## src/rtl/tslc_pkg.sv

```systemverilog
// Shared types and constants for the triangle strain limit checker.
package tslc_pkg;

    localparam int POS_W  = 24;
    localparam int INV_W  = 32;
    localparam int MOD_W  = 32;
    localparam int DIFF_W = 25;
    localparam int F_W    = 29;
    localparam int E_W    = 32;
    localparam int BASE_W = 17;
    localparam int SEV_W  = 17;
    localparam int SCL_W  = 18;
    localparam int ROOT_W = 32;
    localparam int SEVQ_W = 16;

    localparam int QUEUE_DEPTH_DEF = 4;

    localparam logic signed [50:0] DET_EPS   = 51'sd10995116;
    localparam logic [MOD_W-1:0]   RIGID_MOD = 32'd4096000000;
    localparam logic [SCL_W-1:0]   SCALE_MIN = 18'd9830;
    localparam logic [SCL_W-1:0]   SCALE_MAX = 18'd196608;
    localparam logic [SEV_W-1:0]   LIMIT_MIN = 17'd328;
    localparam logic [SEV_W-1:0]   LIMIT_MAX = 17'd65536;
    localparam logic [SEV_W-1:0]   SEV_FULL  = 17'd65536;
    localparam logic [BASE_W-1:0]  BASE_RST  = 17'd55706;
    localparam logic [MOD_W-1:0]   REF_RST   = 32'd860160;

    localparam logic CFG_BASE = 1'b0;
    localparam logic CFG_REF  = 1'b1;

    // One classified item handed from the front to the back.
    typedef struct packed {
        logic signed [F_W-1:0] f00;
        logic signed [F_W-1:0] f01;
        logic signed [F_W-1:0] f10;
        logic signed [F_W-1:0] f11;
        logic                  degenerate;
        logic [MOD_W-1:0]      modulus;
    } tslc_item_t;

    typedef struct packed {
        logic full;
        logic empty;
    } tslc_qstat_t;

endpackage

```

## src/rtl/tslc_queue.sv

```systemverilog
// Short queue between the front and the back.
module tslc_queue
    import tslc_pkg::*;
#(
    parameter int DEPTH = QUEUE_DEPTH_DEF
) (
    input  logic        aclk,
    input  logic        aresetn,
    input  logic        push,
    input  tslc_item_t  push_item,
    input  logic        pop,
    output tslc_item_t  pop_item,
    output tslc_qstat_t qstat
);

    localparam int PTR_W = (DEPTH > 1) ? $clog2(DEPTH) : 1;
    localparam int CNT_W = $clog2(DEPTH + 1);

    tslc_item_t          mem_reg [0:DEPTH-1];
    logic [PTR_W-1:0]    wr_ptr_reg, rd_ptr_reg;
    logic [CNT_W-1:0]    count_reg;

    assign qstat.full  = (count_reg == CNT_W'(DEPTH));
    assign qstat.empty = (count_reg == '0);
    assign pop_item    = mem_reg[rd_ptr_reg];

    always_ff @(posedge aclk) begin
        if (!aresetn) begin
            wr_ptr_reg <= '0;
            rd_ptr_reg <= '0;
            count_reg  <= '0;
        end else begin
            if (push)
                wr_ptr_reg <= (wr_ptr_reg == PTR_W'(DEPTH - 1)) ? '0 : wr_ptr_reg + 1'b1;
            if (pop)
                rd_ptr_reg <= (rd_ptr_reg == PTR_W'(DEPTH - 1)) ? '0 : rd_ptr_reg + 1'b1;
            if (push && !pop)
                count_reg <= count_reg + 1'b1;
            else if (pop && !push)
                count_reg <= count_reg - 1'b1;
        end
    end

    always_ff @(posedge aclk) begin
        if (push)
            mem_reg[wr_ptr_reg] <= push_item;
    end

endmodule

```

## config.mk

```make
export PLATFORM = sky130hd
export DESIGN_NAME = tslc_queue
export DESIGN_NICKNAME = d
export VERILOG_FILES = /design/src/rtl/tslc_pkg.sv /design/src/rtl/tslc_queue.sv
export SDC_FILE = /design/constraint.sdc
export NUM_CORES = 1
export LEC_CHECK = 0
export ABC_AREA = 1
export BUFFER_PORTS_ARGS = -buffer_cell sky130_fd_sc_hd__buf_2
export CAP_MARGIN = 20
export CORE_ASPECT_RATIO = 0.75
export CORE_MARGIN = 3
export CORE_UTILIZATION = 62
export CTS_CLUSTER_DIAMETER = 80
export CTS_CLUSTER_SIZE = 8
export DETAILED_ROUTE_END_ITERATION = 8
export GPL_ROUTABILITY_DRIVEN = 1
export PLACE_DENSITY = 0.85
export SLEW_MARGIN = 10
export SYNTH_ARGS = -nofsm -noshare
export SYNTH_HDL_FRONTEND = slang
export SYNTH_SLANG_ARGS = --single-unit
```

## constraint.sdc

```tcl
create_clock -name aclk -period 8.78 [get_ports aclk]
set_input_delay 1.317 -clock aclk [delete_from_list [all_inputs] [get_ports aclk]]
set_output_delay 1.317 -clock aclk [all_outputs]
set_load 0.1 [all_outputs]
```

=== Yosys cells after proc, flatten, opt, wreduce, memory -nomap -nowiden ===
Memories as Yosys holds them, arrays and structs flattened. A register that Yosys moved wholly into a read port is not among the register bits.
Cells that the tools add are included.

* Add/sub/neg operators: 4
* Multipliers: 0
* Divide/modulo/power cells: 0
* $lt $le $gt $ge: 0
* Eq/ne operators: 3
* Shifts and indexed selects: 0
* Mux-type cells: 8
* Bitwise gates (word level): 0
* Reduce and logical (&&, ||, !) cells: 6

{| class="wikitable"
|+ Operator list
! operator !! count
|-
| $mux W2 || 4
|-
| $mux W3 || 2
|-
| $add A2 B1 Y2 const B || 2
|-
| $eq A2 B2 Y1 const B || 2
|-
| $add A3 B1 Y3 const B || 1
|-
| $eq A3 B3 Y1 const B || 1
|-
| $logic_not A3 Y1 || 1
|-
| $sub A3 B1 Y3 const B || 1
|-
| $logic_and A1 B1 Y1 || 2
|-
| $logic_not A1 Y1 || 2
|-
| $mux W1 || 2
|-
| $reduce_bool A2 Y1 || 1
|}

* Register bits after elaboration: 7
* Bits in latches: 0
* Bits in writable memories: 596
* Bits in read-only memories: 0
* Input bits: 153
* Output and inout bits: 151
* Word-level logic and storage cells: 25
* Memories: 1

{| class="wikitable"
|+ Memory list
! memory !! depth !! bits a word !! read ports !! clocked after memory_dff !! write ports !! line !! RTL
|-
| mem_reg || 4 || 149 || 1 || 1 || 1 || tslc_queue.sv:19 || <nowiki>tslc_item_t mem_reg [0:DEPTH-1];</nowiki>
|}

=== Logic depth before layout (Yosys ltp) ===
* Word-level depth: 4
* Depth in mapped cells: 10
* Depth with buffers taken out: 10

=== Worst setup path after synthesis ===
OpenSTA, ideal clock, no wires.

* Kind: input to register
* Start point: input port push
* End point: memory mem_reg[3][0] (netlist name) (enable)
* Setup time: 0.502 ns
* Arrival time: 4.221 ns
* Required time: 8.278 ns
* Slack: 4.058 ns
* Stages: 2
* Path buffers: 0
* Cell sequence: nand2_1 inv_1

* Longest elaborated chain between the ends: 2

{| class="wikitable"
|+ Ends and longest elaborated chain
! what !! line !! RTL
|-
| start: declaration || tslc_queue.sv:9 || <nowiki>input logic push,</nowiki>
|-
| $mux W1 || tslc_queue.sv:45 || <nowiki>if (push)</nowiki>
|-
| $mux W1 (implied by the code) || tslc_queue.sv:46 || <nowiki>mem_reg[wr_ptr_reg] <= push_item;</nowiki>
|-
| end: declaration || tslc_queue.sv:19 ||
|}

No other way between the ends.

==> summary.txt <==
Run
  • Max-cap violations: 0

Synthesis
  • Post-synthesis instance area: 22530 µm²
  • Top area cells in the synthesized netlist: edfxtp_1 79%, nor2_1 5.1%, o21ai_0 4.6%
  • Asr flop ratio synth: 0
  • Seq/Total Area, Yosys: 0.8025
  • Syn Area/Cell: 15.03 µm²
  • Syn Nets: 1659
  • Commonest cells in the synthesized netlist: 596 x edfxtp_1, 306 x nor2_1, 209 x o21ai_0, 149 x o22ai_1, 92 x o21ai_1
  • Post-synthesis cell type count: 22
  • Post-synth top area cell: edfxtp_1
  • Most used DFF post-synth: edfxtp_1
  • Post-synth EDFFs: 596
  • Mapped Cells: 1499
  • Count leader, synth: edfxtp_1
  • Synthesis Warnings: 0
  • Register bit total from synthesis: 605
  • Top-area cell type share of the netlist area: 0.7945

Floorplan
  • Die X: 226.1 µm
  • Die height: 171.1 µm
  • Num rows: 59
  • I/O Pins: 304
  • Initial Util: 0.6384
  • Die Area: 38680 µm²
  • Core ar.: 35290 µm²

Critical path
  • Worst Setup Start Kind: register
  • Crit path capture: pop_item[18]
  • R2R Setup Slk: 5980 ps
  • CP Capture Type: output pin
  • Crit-path max FO: 187
  • Reg-to-Reg End: mem_reg[0][107]
  • Req. time, crit path: 7460 ps
  • Reg2Reg Depth: 5
  • Critical register-to-register path startpoint: wr_ptr_reg[0]
  • Arr. time, crit path: 3940 ps
  • CP Class: register to output pin

CTS
  • CTS tree: yes
  • CTS sink cnt: 605
  • Worst-skew pair later-pin latency: 590 ps
  • Post-CTS Repair Setup Buffers: 0
  • Post-cts sizing count: 0
  • H-tree depth: 3
  • Root Driver: clkbuf_16
  • Cts hold-fix bufs: 0
  • CTS Buffer Depth: 3
  • Clk slew on worst S/H paths: 50 ps
  • Total CTS buffers: 85

GRT
  • Initial antenna violation count: 13
  • GRT Total Usage: 0.2648
  • First-pass GRT wire length: 78.30 mm
  • Number of global-route vias before repair: 14050
  • Remaining Overflow, GRT: 0
  • Largest net degree at the start of global routing: 188

Timing
  • Worst clock skew: 17.47 ps
  • Fmax: 190.2 MHz
  • Worst Slack Setup Final: 3524 ps
  • Final Max Slew Viols: 0
  • Unrepaired setup endpoints after global routing: false
  • Final worst path period share: 0.5987
  • Worst-Margin Slew: 1180 ps
  • Fin Setup TNS: 0 ps
  • Minimum clock period after layout: 5256 ps
  • Hold Vio Cnt, Final: 0
  • Rel. slew slack: 0.2134
  • Final setup vio count: 0

Drt
  • Vias per cell: 6.160
  • Initial DRC Count: 1430
  • Final wirelength: 52.01 mm
  • Drt drc: 0
  • Antenna-violating nets left: 0
  • Via count: 14130
  • Initial DRT Pass Iterations: 8
  • Routed wire per std cell: 22.68 µm

Finish
  • Max reg flops: 596
  • Final #Nets: 1962
  • Synth-to-layout area growth: 17.41%
  • Layout Cells excl Fill: 2293
  • Layout Utilization: 0.7496
  • Fraction of layout cells with a size suffix above 1: 0.2270

Placed design
  • Dpl cells: 2172
  • Final RePlAce weighted congestion: 0.7596
  • Port Buf Inserts: 303
  • DP Worst Slack: 4169 ps
  • Dpl hpwl: 27.11 mm

Power
  • VDD IR-drop max: 0.2347 mV
  • P_leak: 9.279 nW
  • Power per cell area: 285.3 nW/µm²

Run status
  • Status: finished, final reports clean

Worst hold path
  • Hold Path Class: register to register
-- cells in the final DEF (no fill, tap or decap) --
cell / netlist / final
dfxtp_1: 9 / 7
inv_6: 1 / 7
nand2_1: 8 / 8
inv_4: 0 / 1
edfxtp_1: 596 / 596
inv_16: 0 / 2
o21ai_0: 209 / 209
clkinv_16: 0 / 1
diode_2: 0 / 12
o21ai_1: 92 / 92
nor3_1: 4 / 4
xor2_1: 1 / 1
nor2_1: 306 / 306
clkbuf_1: 27 / 16
nand3_1: 1 / 1
clkinv_2: 0 / 1
a21oi_1: 3 / 3
inv_1: 14 / 10
clkbuf_16: 0 / 86
o22ai_1: 149 / 149
ha_1: 6 / 6
buf_4: 6 / 10
fa_1: 1 / 1
inv_8: 0 / 1
nand4_1: 1 / 1
dfxtp_4: 0 / 2
buf_2: 38 / 303
-- per-layer routing --
layer	GRT usage	up-vias	wire length, µm
met4	0.09410	14	1447
met1	0.3357	6970	19720
met5	0	-	88
met3	0.07856	142	4818
li1	-	6290	-
met2	0.4429	709	25940
-- critical path, stage by stage, from the launching register on --
cell and delay, ps:
dfxtp_4 500, inv_8 660, buf_4 980, o21ai_0 330, o22ai_1 280, buf_2 480
-- cell type report --
cell class	instances	area [µm²]
fill	1977	8837
tap	457	571.8
clock inverter	7	101.3
antenna	12	30.03
clock buffer	102	2212
multi-input combinational	781	3767
sequential	605	18080
inverter	16	90.09
timing repair buffer	313	1592
-- logic make-up after synthesis --
kind of cell             Yosys count  share of synthesized area
AO/OA/AOI/OAI                    453                     0.1089
XOR/XNOR                           1                  0.0003889
adder cells (fa/ha/maj)            7                   0.004221
buffers and inverters            113                    0.03027
flip-flops                       605                     0.8025
AND/OR/NAND/NOR                  320                    0.05371
-- where the power goes --
group          switching (mW)  internal, mW
Sequential             0.0439          3.31
Clock                    1.12          1.75
Combinational            1.13         0.187
Total                    2.29          5.25
-- how the worst min path moves through the flow --
stage | from | endpoint | cells after the start
6_report | wr_ptr_reg[1] | wr_ptr_reg[1] | 2
5_1_grt | wr_ptr_reg[1] | wr_ptr_reg[1] | 2
4_1_cts | wr_ptr_reg[1] | wr_ptr_reg[1] | 2
2_1_floorplan | wr_ptr_reg[1] | wr_ptr_reg[1] | 2
3_3_place_gp | wr_ptr_reg[1] | wr_ptr_reg[1] | 2
3_5_place_dp | wr_ptr_reg[1] | wr_ptr_reg[1] | 2
-- metrics by stage --
stage	instance area, µm²	total power [mW]	hold WS (ps)
finish	26450	7.546	530.0
global route	26430	7.761	572.7
CTS	26420	7.586	526.9
detailed placement	24110	4.714	520.3
global placement	24110	4.683	511.6
floorplan	22530	4.466	489.7
(Power assumes the default switching activity.)
